--- src/rtl/core/jses_pkg.sv ---
// shared types and constants for the json string escaper
// job descriptor passed from the front end to the back end through the queue
// no dependencies
package jses_pkg;

   // action codes of an input word
   localparam logic [1:0] ACT_START = 2'd0;
   localparam logic [1:0] ACT_DATA  = 2'd1;
   localparam logic [1:0] ACT_END   = 2'd2;

   // character constants
   localparam logic [7:0] CHAR_QUOTE  = 8'h22;
   localparam logic [7:0] CHAR_BSLASH = 8'h5C;
   localparam logic [7:0] CHAR_U      = 8'h75;
   localparam logic [7:0] CHAR_ZERO   = 8'h30;

   // u+fffd in utf-8
   localparam logic [7:0] REPL_B0 = 8'hEF;
   localparam logic [7:0] REPL_B1 = 8'hBF;
   localparam logic [7:0] REPL_B2 = 8'hBD;

   // job queue geometry
   localparam int FifoDepth    = 2;
   localparam int FifoPtrWidth = $clog2(FifoDepth);

   // what follows the replacement and pass-through parts of a job
   typedef enum logic [2:0] {
      TAIL_NONE = 3'd0,   // nothing
      TAIL_BYTE = 3'd1,   // one literal byte
      TAIL_ESC  = 3'd2,   // backslash then tail_byte
      TAIL_UNI  = 3'd3,   // \u00 then two hex digits of tail_byte
      TAIL_REPL = 3'd4    // one replacement character
   } tail_kind_type;

   // one input word's worth of output: replacements, pass bytes, tail
   typedef struct packed {
      logic [3:0]      repl_len;    // bytes of leading replacements
      logic [3:0]      pass_end;    // end index of the pass-through bytes
      logic [3:0]      total_len;   // total output bytes, never zero
      logic [3:0][7:0] pass_bytes;
      tail_kind_type   tail_kind;
      logic [7:0]      tail_byte;
   } job_type;

endpackage

--- src/rtl/core/jses_if.sv ---
// valid/ready channel interfaces for the request and response sides
// no dependencies
interface jses_req_if;
   logic       valid;
   logic       ready;
   logic [1:0] action;
   logic [7:0] data_byte;

   modport source (output valid, output action, output data_byte, input ready);
   modport sink   (input valid, input action, input data_byte, output ready);
endinterface

interface jses_rsp_if;
   logic       valid;
   logic       ready;
   logic [7:0] out_byte;
   logic       out_last;

   modport source (output valid, output out_byte, output out_last, input ready);
   modport sink   (input valid, input out_byte, input out_last, output ready);
endinterface

--- src/rtl/core/json_string_escaper_utf8_sanitizer.sv ---
// json string escaper with strict utf-8 sanitizing, top level
// path: with the queue empty the first word of an item is registered in the job queue, then in the output register
// throughput: one output word per cycle while rsp is ready; one item per cycle while items give one word
// items that expand (escapes, replacements, flushed runs) hold req once the
// two-entry job queue is full; the back end's byte counter sets the pace
// reset: synchronous active high; clears the run tracking, queue and output valid
module json_string_escaper_utf8_sanitizer import jses_pkg::*; (
   input  logic       clock,
   input  logic       reset,
   jses_req_if.sink   req_chan,
   jses_rsp_if.source rsp_chan
);

   // front to queue
   job_type front_job;
   logic    front_valid;
   logic    front_ready;

   // queue to back
   job_type head_job;
   logic    head_valid;
   logic    head_pop;

   // front end: classifies each word and keeps the pending utf-8 run;
   // words that only extend a run make no job and cost no output cycle
   jses_front u_front (
      .clock     (clock),
      .reset     (reset),
      .req_chan  (req_chan),
      .job       (front_job),
      .job_valid (front_valid),
      .job_ready (front_ready)
   );

   // job queue lets the front keep taking words while the back drains
   jses_fifo u_fifo (
      .clock      (clock),
      .reset      (reset),
      .push_job   (front_job),
      .push_valid (front_valid),
      .push_ready (front_ready),
      .head_job   (head_job),
      .head_valid (head_valid),
      .pop        (head_pop)
   );

   // back end: walks the head job one output byte per cycle, while the output is free, into the
   // output register, popping it on its last byte
   jses_back u_back (
      .clock      (clock),
      .reset      (reset),
      .head_job   (head_job),
      .head_valid (head_valid),
      .pop        (head_pop),
      .rsp_chan   (rsp_chan)
   );

endmodule

--- src/rtl/core/jses_front.sv ---
// front end: accepts request words, tracks the utf-8 run, builds jobs
// depends on jses_pkg and jses_req_if
module jses_front import jses_pkg::*; (
   input  logic     clock,
   input  logic     reset,
   jses_req_if.sink req_chan,
   output job_type  job,
   output logic     job_valid,
   input  logic     job_ready
);

   logic [2:0][7:0] held_ff, held_in;
   logic [1:0]      cnt_ff, cnt_in;
   logic [1:0]      exp_ff, exp_in;

   logic            accept;
   logic [7:0]      b;

   // fresh classification of the incoming byte
   tail_kind_type   fr_kind;
   logic [7:0]      fr_byte;
   logic [1:0]      fr_need;

   logic [7:0]      lo, hi;
   logic [1:0]      n_repl;
   logic [2:0]      n_pass;
   logic [3:0]      repl_len, pass_end, tail_len, total_len;
   tail_kind_type   kind;
   logic [7:0]      tbyte;
   logic [3:0][7:0] pass;

   assign b        = req_chan.data_byte;
   assign req_chan.ready = job_ready;
   assign accept   = req_chan.valid && job_ready;

   always_comb begin
      fr_kind = TAIL_BYTE;
      fr_byte = b;
      fr_need = 2'd0;
      if (b >= 8'h80) begin
         if (b >= 8'hC2 && b <= 8'hDF) begin
            fr_need = 2'd1;
         end else if (b >= 8'hE0 && b <= 8'hEF) begin
            fr_need = 2'd2;
         end else if (b >= 8'hF0 && b <= 8'hF4) begin
            fr_need = 2'd3;
         end
         fr_kind = (fr_need == 2'd0) ? TAIL_REPL : TAIL_NONE;
      end else begin
         unique case (b)
            8'h22: begin fr_kind = TAIL_ESC; fr_byte = CHAR_QUOTE;  end
            8'h5C: begin fr_kind = TAIL_ESC; fr_byte = CHAR_BSLASH; end
            8'h08: begin fr_kind = TAIL_ESC; fr_byte = 8'h62;       end
            8'h0C: begin fr_kind = TAIL_ESC; fr_byte = 8'h66;       end
            8'h0A: begin fr_kind = TAIL_ESC; fr_byte = 8'h6E;       end
            8'h0D: begin fr_kind = TAIL_ESC; fr_byte = 8'h72;       end
            8'h09: begin fr_kind = TAIL_ESC; fr_byte = 8'h74;       end
            default: begin
               if (b < 8'h20) begin
                  fr_kind = TAIL_UNI;
               end
            end
         endcase
      end
   end

   // strict limits on the first continuation byte
   always_comb begin
      lo = 8'h80;
      hi = 8'hBF;
      if (cnt_ff == 2'd1) begin
         unique case (held_ff[0])
            8'hE0:   lo = 8'hA0;
            8'hED:   hi = 8'h9F;
            8'hF0:   lo = 8'h90;
            8'hF4:   hi = 8'h8F;
            default: ;
         endcase
      end
   end

   always_comb begin
      held_in = held_ff;
      cnt_in  = cnt_ff;
      exp_in  = exp_ff;
      n_repl  = 2'd0;
      n_pass  = 3'd0;
      kind    = TAIL_NONE;
      tbyte   = b;
      pass    = {b, held_ff[2], held_ff[1], held_ff[0]};

      unique case (req_chan.action)
         ACT_START: begin
            cnt_in = 2'd0;
            exp_in = 2'd0;
            kind   = TAIL_BYTE;
            tbyte  = CHAR_QUOTE;
         end
         ACT_END: begin
            n_repl = cnt_ff;
            cnt_in = 2'd0;
            exp_in = 2'd0;
            kind   = TAIL_BYTE;
            tbyte  = CHAR_QUOTE;
         end
         ACT_DATA: begin
            if (cnt_ff == 2'd0 || exp_ff == 2'd0 || b < lo || b > hi) begin
               // broken run flushes first, then the byte is taken afresh
               if (cnt_ff != 2'd0 && exp_ff != 2'd0) begin
                  n_repl = cnt_ff;
               end
               kind  = fr_kind;
               tbyte = fr_byte;
               if (fr_need != 2'd0) begin
                  held_in[0] = b;
                  cnt_in     = 2'd1;
                  exp_in     = fr_need;
               end else begin
                  cnt_in = 2'd0;
                  exp_in = 2'd0;
               end
            end else if (cnt_ff >= exp_ff) begin
               // run complete and valid
               pass[cnt_ff] = b;
               n_pass       = {1'b0, cnt_ff} + 3'd1;
               cnt_in       = 2'd0;
               exp_in       = 2'd0;
            end else begin
               held_in[cnt_ff] = b;
               cnt_in          = cnt_ff + 2'd1;
            end
         end
         default: ;
      endcase
   end

   always_comb begin
      unique case (kind)
         TAIL_NONE: tail_len = 4'd0;
         TAIL_BYTE: tail_len = 4'd1;
         TAIL_ESC:  tail_len = 4'd2;
         TAIL_UNI:  tail_len = 4'd6;
         TAIL_REPL: tail_len = 4'd3;
         default:   tail_len = 4'd0;
      endcase
   end

   assign repl_len  = {1'b0, n_repl, 1'b0} + {2'b00, n_repl};
   assign pass_end  = repl_len + {1'b0, n_pass};
   assign total_len = pass_end + tail_len;

   assign job.repl_len   = repl_len;
   assign job.pass_end   = pass_end;
   assign job.total_len  = total_len;
   assign job.pass_bytes = pass;
   assign job.tail_kind  = kind;
   assign job.tail_byte  = tbyte;
   assign job_valid      = accept && (total_len != 4'd0);

   always_ff @(posedge clock) begin
      if (reset) begin
         cnt_ff <= 2'd0;
         exp_ff <= 2'd0;
      end else if (accept) begin
         cnt_ff <= cnt_in;
         exp_ff <= exp_in;
      end
   end

   always_ff @(posedge clock) begin
      if (accept) begin
         held_ff <= held_in;
      end
   end

endmodule

--- src/rtl/core/jses_fifo.sv ---
// short job queue between the front end and the back end
// depends on jses_pkg
module jses_fifo import jses_pkg::*; (
   input  logic    clock,
   input  logic    reset,
   input  job_type push_job,
   input  logic    push_valid,
   output logic    push_ready,
   output job_type head_job,
   output logic    head_valid,
   input  logic    pop
);

   job_type                 slot_ff [FifoDepth];
   logic [FifoPtrWidth-1:0] wr_ff, rd_ff;
   logic [FifoPtrWidth:0]   count_ff;
   logic                    do_push, do_pop;

   assign push_ready = (count_ff != (FifoPtrWidth + 1)'(FifoDepth));
   assign head_valid = (count_ff != '0);
   assign head_job   = slot_ff[rd_ff];
   assign do_push    = push_valid && push_ready;
   assign do_pop     = pop && head_valid;

   always_ff @(posedge clock) begin
      if (reset) begin
         wr_ff    <= '0;
         rd_ff    <= '0;
         count_ff <= '0;
      end else begin
         if (do_push) begin
            wr_ff <= wr_ff + 1'b1;
         end
         if (do_pop) begin
            rd_ff <= rd_ff + 1'b1;
         end
         if (do_push && !do_pop) begin
            count_ff <= count_ff + 1'b1;
         end else if (do_pop && !do_push) begin
            count_ff <= count_ff - 1'b1;
         end
      end
   end

   always_ff @(posedge clock) begin
      if (do_push) begin
         slot_ff[wr_ff] <= push_job;
      end
   end

endmodule

--- src/rtl/core/jses_back.sv ---
// back end: expands the head job into output words, one per cycle while the output register is free
// depends on jses_pkg and jses_rsp_if
module jses_back import jses_pkg::*; (
   input  logic       clock,
   input  logic       reset,
   input  job_type    head_job,
   input  logic       head_valid,
   output logic       pop,
   jses_rsp_if.source rsp_chan
);

   logic [3:0] idx_ff, idx_in;
   logic       out_valid_ff, out_valid_in;
   logic [7:0] out_byte_ff;
   logic       out_last_ff;

   logic       fire, last;
   logic [3:0] pass_idx, tail_idx;
   logic [7:0] cur_byte, hex_hi, hex_lo;

   function automatic logic [7:0] hex_char(input logic [3:0] nib);
      logic [7:0] res;
      if (nib < 4'd10) begin
         res = 8'h30 + {4'h0, nib};
      end else begin
         res = 8'h57 + {4'h0, nib};
      end
      return res;
   endfunction

   assign fire     = head_valid && (!out_valid_ff || rsp_chan.ready);
   assign last     = (idx_ff == head_job.total_len - 4'd1);
   assign pop      = fire && last;
   assign pass_idx = idx_ff - head_job.repl_len;
   assign tail_idx = idx_ff - head_job.pass_end;
   assign hex_hi   = hex_char(head_job.tail_byte[7:4]);
   assign hex_lo   = hex_char(head_job.tail_byte[3:0]);

   always_comb begin
      cur_byte = 8'h00;
      if (idx_ff < head_job.repl_len) begin
         // position within a replacement triple
         unique case (idx_ff)
            4'd0, 4'd3, 4'd6: cur_byte = REPL_B0;
            4'd1, 4'd4, 4'd7: cur_byte = REPL_B1;
            default:          cur_byte = REPL_B2;
         endcase
      end else if (idx_ff < head_job.pass_end) begin
         cur_byte = head_job.pass_bytes[pass_idx[1:0]];
      end else begin
         unique case (head_job.tail_kind)
            TAIL_BYTE: cur_byte = head_job.tail_byte;
            TAIL_ESC:  cur_byte = (tail_idx == 4'd0) ? CHAR_BSLASH : head_job.tail_byte;
            TAIL_UNI: begin
               unique case (tail_idx)
                  4'd0:       cur_byte = CHAR_BSLASH;
                  4'd1:       cur_byte = CHAR_U;
                  4'd2, 4'd3: cur_byte = CHAR_ZERO;
                  4'd4:       cur_byte = hex_hi;
                  default:    cur_byte = hex_lo;
               endcase
            end
            TAIL_REPL: begin
               unique case (tail_idx)
                  4'd0:    cur_byte = REPL_B0;
                  4'd1:    cur_byte = REPL_B1;
                  default: cur_byte = REPL_B2;
               endcase
            end
            default:   cur_byte = 8'h00;
         endcase
      end
   end

   always_comb begin
      idx_in       = idx_ff;
      out_valid_in = out_valid_ff;
      if (fire) begin
         idx_in       = last ? 4'd0 : idx_ff + 4'd1;
         out_valid_in = 1'b1;
      end else if (rsp_chan.ready) begin
         out_valid_in = 1'b0;
      end
   end

   always_ff @(posedge clock) begin
      if (reset) begin
         idx_ff       <= 4'd0;
         out_valid_ff <= 1'b0;
      end else begin
         idx_ff       <= idx_in;
         out_valid_ff <= out_valid_in;
      end
   end

   always_ff @(posedge clock) begin
      if (fire) begin
         out_byte_ff <= cur_byte;
         out_last_ff <= last;
      end
   end

   assign rsp_chan.valid    = out_valid_ff;
   assign rsp_chan.out_byte = out_byte_ff;
   assign rsp_chan.out_last = out_last_ff;

endmodule
--- src/flat_wrapper.sv ---
// flat-port wrapper written by rule: the top's interface ports become plain ports
module json_string_escaper_utf8_sanitizer_flat import jses_pkg::*;
  (clock, reset, req_chan_valid, req_chan_action, req_chan_data_byte, req_chan_ready, rsp_chan_valid, rsp_chan_out_byte, rsp_chan_out_last, rsp_chan_ready);
  jses_req_if req_chan_i ();
  jses_rsp_if rsp_chan_i ();
  input  logic clock;
  input  logic reset;
  input wire logic [$bits(req_chan_i.valid)-1:0] req_chan_valid;
  input wire logic [$bits(req_chan_i.action)-1:0] req_chan_action;
  input wire logic [$bits(req_chan_i.data_byte)-1:0] req_chan_data_byte;
  output wire logic [$bits(req_chan_i.ready)-1:0] req_chan_ready;
  output wire logic [$bits(rsp_chan_i.valid)-1:0] rsp_chan_valid;
  output wire logic [$bits(rsp_chan_i.out_byte)-1:0] rsp_chan_out_byte;
  output wire logic [$bits(rsp_chan_i.out_last)-1:0] rsp_chan_out_last;
  input wire logic [$bits(rsp_chan_i.ready)-1:0] rsp_chan_ready;
  assign req_chan_i.valid = req_chan_valid;
  assign req_chan_i.action = req_chan_action;
  assign req_chan_i.data_byte = req_chan_data_byte;
  assign req_chan_ready = req_chan_i.ready;
  assign rsp_chan_valid = rsp_chan_i.valid;
  assign rsp_chan_out_byte = rsp_chan_i.out_byte;
  assign rsp_chan_out_last = rsp_chan_i.out_last;
  assign rsp_chan_i.ready = rsp_chan_ready;
  json_string_escaper_utf8_sanitizer u_core (.clock(clock), .reset(reset), .req_chan(req_chan_i), .rsp_chan(rsp_chan_i));
endmodule
--- config.mk ---
export PLATFORM = sky130hd
export DESIGN_NAME = json_string_escaper_utf8_sanitizer_flat
export DESIGN_NICKNAME = d
export VERILOG_FILES = /design/src/rtl/core/jses_pkg.sv /design/src/rtl/core/jses_if.sv /design/src/rtl/core/json_string_escaper_utf8_sanitizer.sv /design/src/rtl/core/jses_front.sv /design/src/rtl/core/jses_fifo.sv /design/src/rtl/core/jses_back.sv /design/src/flat_wrapper.sv
export SDC_FILE = /design/constraint.sdc
export NUM_CORES = 1
export LEC_CHECK = 0
export ABC_AREA = 1
export BUFFER_PORTS_ARGS = -buffer_cell sky130_fd_sc_hd__buf_2
export CORE_MARGIN = 10
export CORE_UTILIZATION = 35
export DETAILED_ROUTE_END_ITERATION = 8
export PLACE_DENSITY_LB_ADDON = 0.2
export RECOVER_POWER = 100
export SYNTH_ARGS = -nofsm -noshare
export SYNTH_HDL_FRONTEND = slang
export SYNTH_SLANG_ARGS = --single-unit
export TNS_END_PERCENT = 1
--- constraint.sdc ---
create_clock -name clock -period 8.6 [get_ports clock]
set_clock_uncertainty 0.2 [all_clocks]
set_input_delay 1.72 -clock clock [delete_from_list [all_inputs] [get_ports clock]]
set_output_delay 1.72 -clock clock [all_outputs]
set_load 0.1 [all_outputs]
**Yosys cells after proc, flatten, opt, wreduce, memory -nomap -nowiden**

Memories as Yosys holds them, arrays and structs flattened. A register that Yosys moved wholly into a read port is not among the register bits.
Index checks and enable logic that the tools add are counted.

- Input bits: 14
- Latch bits: 0
- Memories: 1
- Memory bits (read-only): 0
- Output and inout bits: 11
- Logic and storage cells: 193
- Bits in writable memories: 110
- Register bits: 46

- Multiplexer cells: 64
- Reduce and logical (&&, ||, !) cells: 43
- Add/subtract/negate cells: 17
- $lt $le $gt $ge: 18
- $mul: 0
- Shift operators: 0
- Bitwise gates (word level): 2
- Equal/unequal tests: 36
- Divide/modulo/power cells: 0

Memories:

| name | words | width | read ports | clocked after memory_dff | wr ports | RTL line | RTL |
|---|---|---|---|---|---|---|---|
| u_core.u_fifo.slot_ff | 2 | 55 | 1 | 1 | 1 | jses_fifo.sv:14 | `job_type slot_ff [FifoDepth];` |

Operator list:

| kind | count |
|---|---|
| 32-bit 2-to-1 mux | 3 |
| 8-bit 2-to-1 mux | 12 |
| 8-bit case mux with 4 select lines | 2 |
| 8-bit case mux with 7 select lines | 1 |
| 8-bit by 4-bit == test with 1-bit output (second input constant) | 5 |
| 32-bit bitwise mux | 1 |
| 8-bit == test (second input constant) | 4 |
| 8-bit greater-or-equal comparator (second input constant) | 4 |
| 2-bit 2-to-1 mux | 16 |
| 7-bit case mux with 2 select lines | 2 |
| 24-bit bitwise mux | 1 |
| 8-bit <= comparator (second input constant) | 3 |
| 6-bit case mux with 2 select lines | 2 |
| 3-bit 2-to-1 mux | 6 |
| 7-bit by 4-bit adder with 8-bit output (first input constant) | 2 |
| 8-bit binary-select mux with 2-bit select | 1 |
| 8-bit demux with 2-bit select | 1 |
| 4-bit by 3-bit == test with 1-bit output (second input constant) | 4 |
| 8-bit case mux with 2 select lines | 1 |
| 6-bit by 4-bit adder with 7-bit output (first input constant) | 2 |
| 2-bit nonzero test | 7 |
| 1-bit logical AND | 13 |
| 3-bit by 2-bit == test with 1-bit output (second input constant) | 4 |
| 4-bit by 2-bit == test with 1-bit output (second input constant) | 3 |
| other kinds (48) | 80 |

**Logic depth before layout (Yosys ltp)**

- Depth in word-level cells: 21
- Mapped depth: 33

**Hierarchy**

A second synthesis with hierarchy kept.

- Cell total of the unflattened synthesis: 894
- Area, all modules: 9211.3 um^2

By module, submodules not included:

| module | cells each | area an instance (um^2) | sequential area each (um^2) | instances |
|---|---|---|---|---|
| jses_fifo | 208 | 4460.5 | 3403.3 | 1 |
| jses_front | 407 | 2939.1 | 800.8 | 1 |
| jses_back | 279 | 1811.7 | 370.4 | 1 |

**Worst setup path after synthesis**

No wires, ideal clock.

- Path type: input to register
- From: input req_chan_data_byte[4]
- To: memory u_core.u_fifo.slot_ff[0][0] in the netlist's numbering (enable)
- Data arrival time: 6.865 ns
- Stages: 20
- Setup slack: 1.066 ns
- Data required time: 7.932 ns
- Cell sequence: buf_2 nor2_1 nand3_1 o21ai_1 nand2_1 nand2_4 nand2_1 o21ai_0 and3_1 ha_1 fa_1 xnor2_1 ha_1 nand2_1 nor2_1 a211oi_1 or2_2 nand3_1 nand2_1 nor2_1

RTL lines:

| element | RTL line | RTL |
|---|---|---|
| from (decl) | flat_wrapper.sv:10 | `input wire logic [$bits(req_chan_i.data_byte)-1:0] req_chan_data_byte;` |
| to (decl) | jses_fifo.sv:14 |  |

==> flow_summary.ini <==
[status]
status = finished with violations
failed_checks = capacitance limit, slew limit

[grt]
grt_max_degree = 59
grt_pass1_vias = 5786
grt_usage = 0.130
antenna_found_initial = 0
grt_pass1_wl_um = 31700
grt.overflow.total = 0

[drt]
drt-vias-per-instance = 4.88
dr.pass1.iters = 5
drt-total-wl_um = 20000
route.detailed.drc = 0
wl_per_cell_um = 16.0
ant_nets = 0
drt_iter0_drc = 475
routed-via-count = 6113

[timing]
rsz0062_at_grt = false
hold_viol_final = 0
tns_ns = 0
timing.slew.headroom = -0.0654
tightestPinTransition_ns = 1.60
drv_slew = 17
max_freq_mhz = 147
finalCritPeriodShare = 0.793
finalSetupViolCount = 0
period_needed_ns = 6.82

[floorplan]
rows = 57
core_area_um2 = 24200
initial_core_util = 0.353
design.die.area_um2 = 31000
fp.dieH_um = 176
io_pins = 25
die_w_um = 176

[synthesis]
seq_area_frac_synth = 0.537
syn_nets = 954
ys_types = 46
postSynth.asyncResetShare = 0
syn_area_per_cell_um2 = 9.47
ys_ff_latch = 157
syn_area_um2 = 8520
yosysWarningCount = 0
synthFlopType = edfxtp_1
synth_edf_count = 143
synth_cells = 900

[setup_path]
critPathMaxFanout = 42
end_kind = register
path_class = in -> reg
critPathLaunchType = input pin
cp_data_required_time_ns = 8.47
critical_path_arrival_ns = 6.69

[placed_design]
dp_hpwl_um = 14200
gp_congestion = 0.866
io_buffer_count = 24

[power]
cellLeakagePower_nw = 3.66
peakVddDrop_uv = 138
cellPowerDensity_nw_per_um2 = 228

[finish]
fin_nets = 969
syn2layout_area_growth_pct = 9.51
n_antenna_cell = 0
utilization = 0.386
drive_gt1_frac = 0.0636

[clocking]
path_clk_slew_ns = 0.06
cts_buffer_depth = 2
cts_num_sinks = 157
h-tree-depth = 4
cts_setup_buffers = 0
clockRootBuffer = clkbuf_16
cts_resized = 0
cts_tree = yes
numCtsBuffers = 17
clock_latency_ns = 0.43
ctsHoldBuffers = 0

[min_path]
hp-class = reg -> reg

[run]
maxCapViolCount = 2
## logic make-up (layout without fill, tap and decap cells)
| family | Yosys count | after routing | share of synthesized area |
|---|---|---|---|
| simple gates | 363 | 363 | 0.184 |
| buf+inv | 156 | 184 | 0.0774 |
| compound gates | 167 | 167 | 0.121 |
| xor+xnor | 11 | 11 | 0.0113 |
| mux | 6 | 6 | 0.00705 |
| flops | 157 | 157 | 0.537 |
| fa+ha+maj | 40 | 40 | 0.0622 |
## through the flow
stage | setup WS [ns] | hold WS, ns | std cells | power (mW) | instance area [um2]
final | 1.78 | 0.277 | 1252 | 2.13 | 9340
after floorplan | 1.07 | 0.256 | 900 | 1.28 | 8520
after detailed placement | 1.80 | 0.270 | 1220 | 1.42 | 8910
after CTS | 2.17 | 0.280 | 1252 | 2.16 | 9490
after global routing | 1.32 | 0.298 | 1252 | 2.24 | 9340
after global placement | 1.88 | 0.269 | 1220 | 1.42 | 8910
## where the power goes
group / leakage (nW) / switching (mW) / internal [mW] / total [mW]
registers: 1.34 / 0.0162 / 0.882 / 0.898
logic: 2.03 / 0.362 / 0.126 / 0.487
clock network: 0.284 / 0.332 / 0.412 / 0.744
## synth_stat cells (6+ instances only)
library cell | instances | share of area
a21oi_1 | 23 | 0.014
nand3_1 | 45 | 0.026
nor3_1 | 6 | 0.0035
buf_2 | 6 | 0.0035
nand2_1 | 188 | 0.083
o211ai_1 | 14 | 0.012
o21ai_2 | 17 | 0.017
o21ai_0 | 74 | 0.043
nor2_1 | 83 | 0.037
mux2i_1 | 6 | 0.0070
inv_1 | 115 | 0.051
ha_1 | 36 | 0.053
clkbuf_1 | 21 | 0.0092
o21ai_1 | 9 | 0.0053
xor2_1 | 8 | 0.0082
buf_6 | 7 | 0.0092
edfxtp_1 | 143 | 0.50
o221ai_1 | 12 | 0.012
dfxtp_1 | 14 | 0.033
nand4_1 | 13 | 0.0095
## flip-flops by register name, summed over array words and instances, names as in the netlist, named ones only
signal,cells
u_core.u_back.idx_ff,4
u_core.u_back.rsp_chan.out_byte,8
u_core.u_back.rsp_chan.out_last,1
u_core.u_back.rsp_chan.valid,1
u_core.u_fifo.count_ff,2
u_core.u_fifo.rd_ff,1
u_core.u_fifo.slot_ff,110
u_core.u_fifo.wr_ff,1
u_core.u_front.cnt_ff,2
u_core.u_front.exp_ff,2
u_core.u_front.held_ff,24
## critical path, stage by stage
cell and delay (ns):
clkbuf_1 0.45, ha_1 0.36, nand2_1 0.07, nand2_1 0.05, a21oi_1 0.29, nand2_4 0.11
nand2_1 0.06, o21ai_0 0.09, and3_1 0.20, ha_1 0.34, fa_1 0.41, xnor2_1 0.24
ha_1 0.31, nand2_1 0.08, nor2_1 0.04, a211oi_1 0.23, nand2_1 0.11, nand3_1 0.11
nand2_1 0.10, inv_1 0.10, nand2_1 0.07, inv_2 0.68, clkbuf_1 0.43
## cell type report
cell class | instances | area (um2)
Fill cell | 2390 | 14800
Sequential cell | 157 | 4580
Multi-Input combinational cell | 587 | 3190
Inverter | 120 | 450
Clock buffer | 18 | 429
Tap cell | 324 | 405
Clock inverter | 14 | 149
Timing Repair Buffer | 32 | 138
## worst paths after layout
| check | end | slack (ns) | cells after the start | from |
|---|---|---|---|---|
| worst max register to register | u_core.u_fifo.slot_ff[1][43]$_DFFE_PP_ | 1.96 | 28 | u_core.u_front.cnt_ff[0]$_SDFFE_PP0P_ |
| worst max-delay path | u_core.u_fifo.slot_ff[1][43]$_DFFE_PP_ | 1.78 | 23 | req_chan_data_byte[5] |
| worst min-delay path | register | 0.28 | 2 | u_core.u_fifo.rd_ff$_SDFFE_PP0P_ |
| worst min register to register | register | 0.28 | 2 | u_core.u_fifo.rd_ff$_SDFFE_PP0P_ |
## cells in the final DEF, fill, tap and decap left out, types with 2 or more instances in the layout
| cell | Yosys | final |
|---|---|---|
| dfxtp_1 | 14 | 13 |
| buf_4 | 1 | 3 |
| a21oi_1 | 23 | 25 |
| xor2_1 | 8 | 8 |
| nand3_1 | 45 | 46 |
| nand2_2 | 4 | 3 |
| o2111ai_1 | 1 | 2 |
| inv_2 | 5 | 2 |
| nor4_1 | 2 | 2 |
| xnor2_1 | 3 | 3 |
| or2_1 | 2 | 2 |
| clkbuf_16 | 0 | 17 |
| clkbuf_1 | 21 | 25 |
| nor3_1 | 6 | 8 |
| inv_1 | 115 | 118 |
| a31oi_1 | 5 | 5 |
| nand2_4 | 3 | 2 |
| edfxtp_1 | 143 | 143 |
| o22ai_1 | 5 | 5 |
| nand4_1 | 13 | 13 |
| o21ai_1 | 9 | 3 |
| inv_6 | 0 | 6 |
| fa_1 | 4 | 4 |
| buf_2 | 6 | 4 |
| nand2_1 | 188 | 190 |
| nor2_1 | 83 | 84 |
| mux2i_1 | 6 | 6 |
| ha_1 | 36 | 36 |
| o21ai_0 | 74 | 94 |
| o221ai_1 | 12 | 12 |
| or2_2 | 5 | 5 |
| inv_8 | 0 | 4 |
| o211ai_1 | 14 | 14 |
| o21ai_2 | 17 | 3 |
| nand3b_1 | 3 | 3 |
| a211oi_1 | 2 | 2 |
## metal layers
layer / global-route usage / part of all wire / up-vias
li1: - / - / 3101
met1: 0.179 / 0.50 / 2882
met2: 0.205 / 0.45 / 111
met3: 0.0196 / 0.031 / 19
met4: 0.0456 / 0.016 / 0
met5: 0 / 0 / -
No activity file was read; power rests on OpenSTA's default activity.
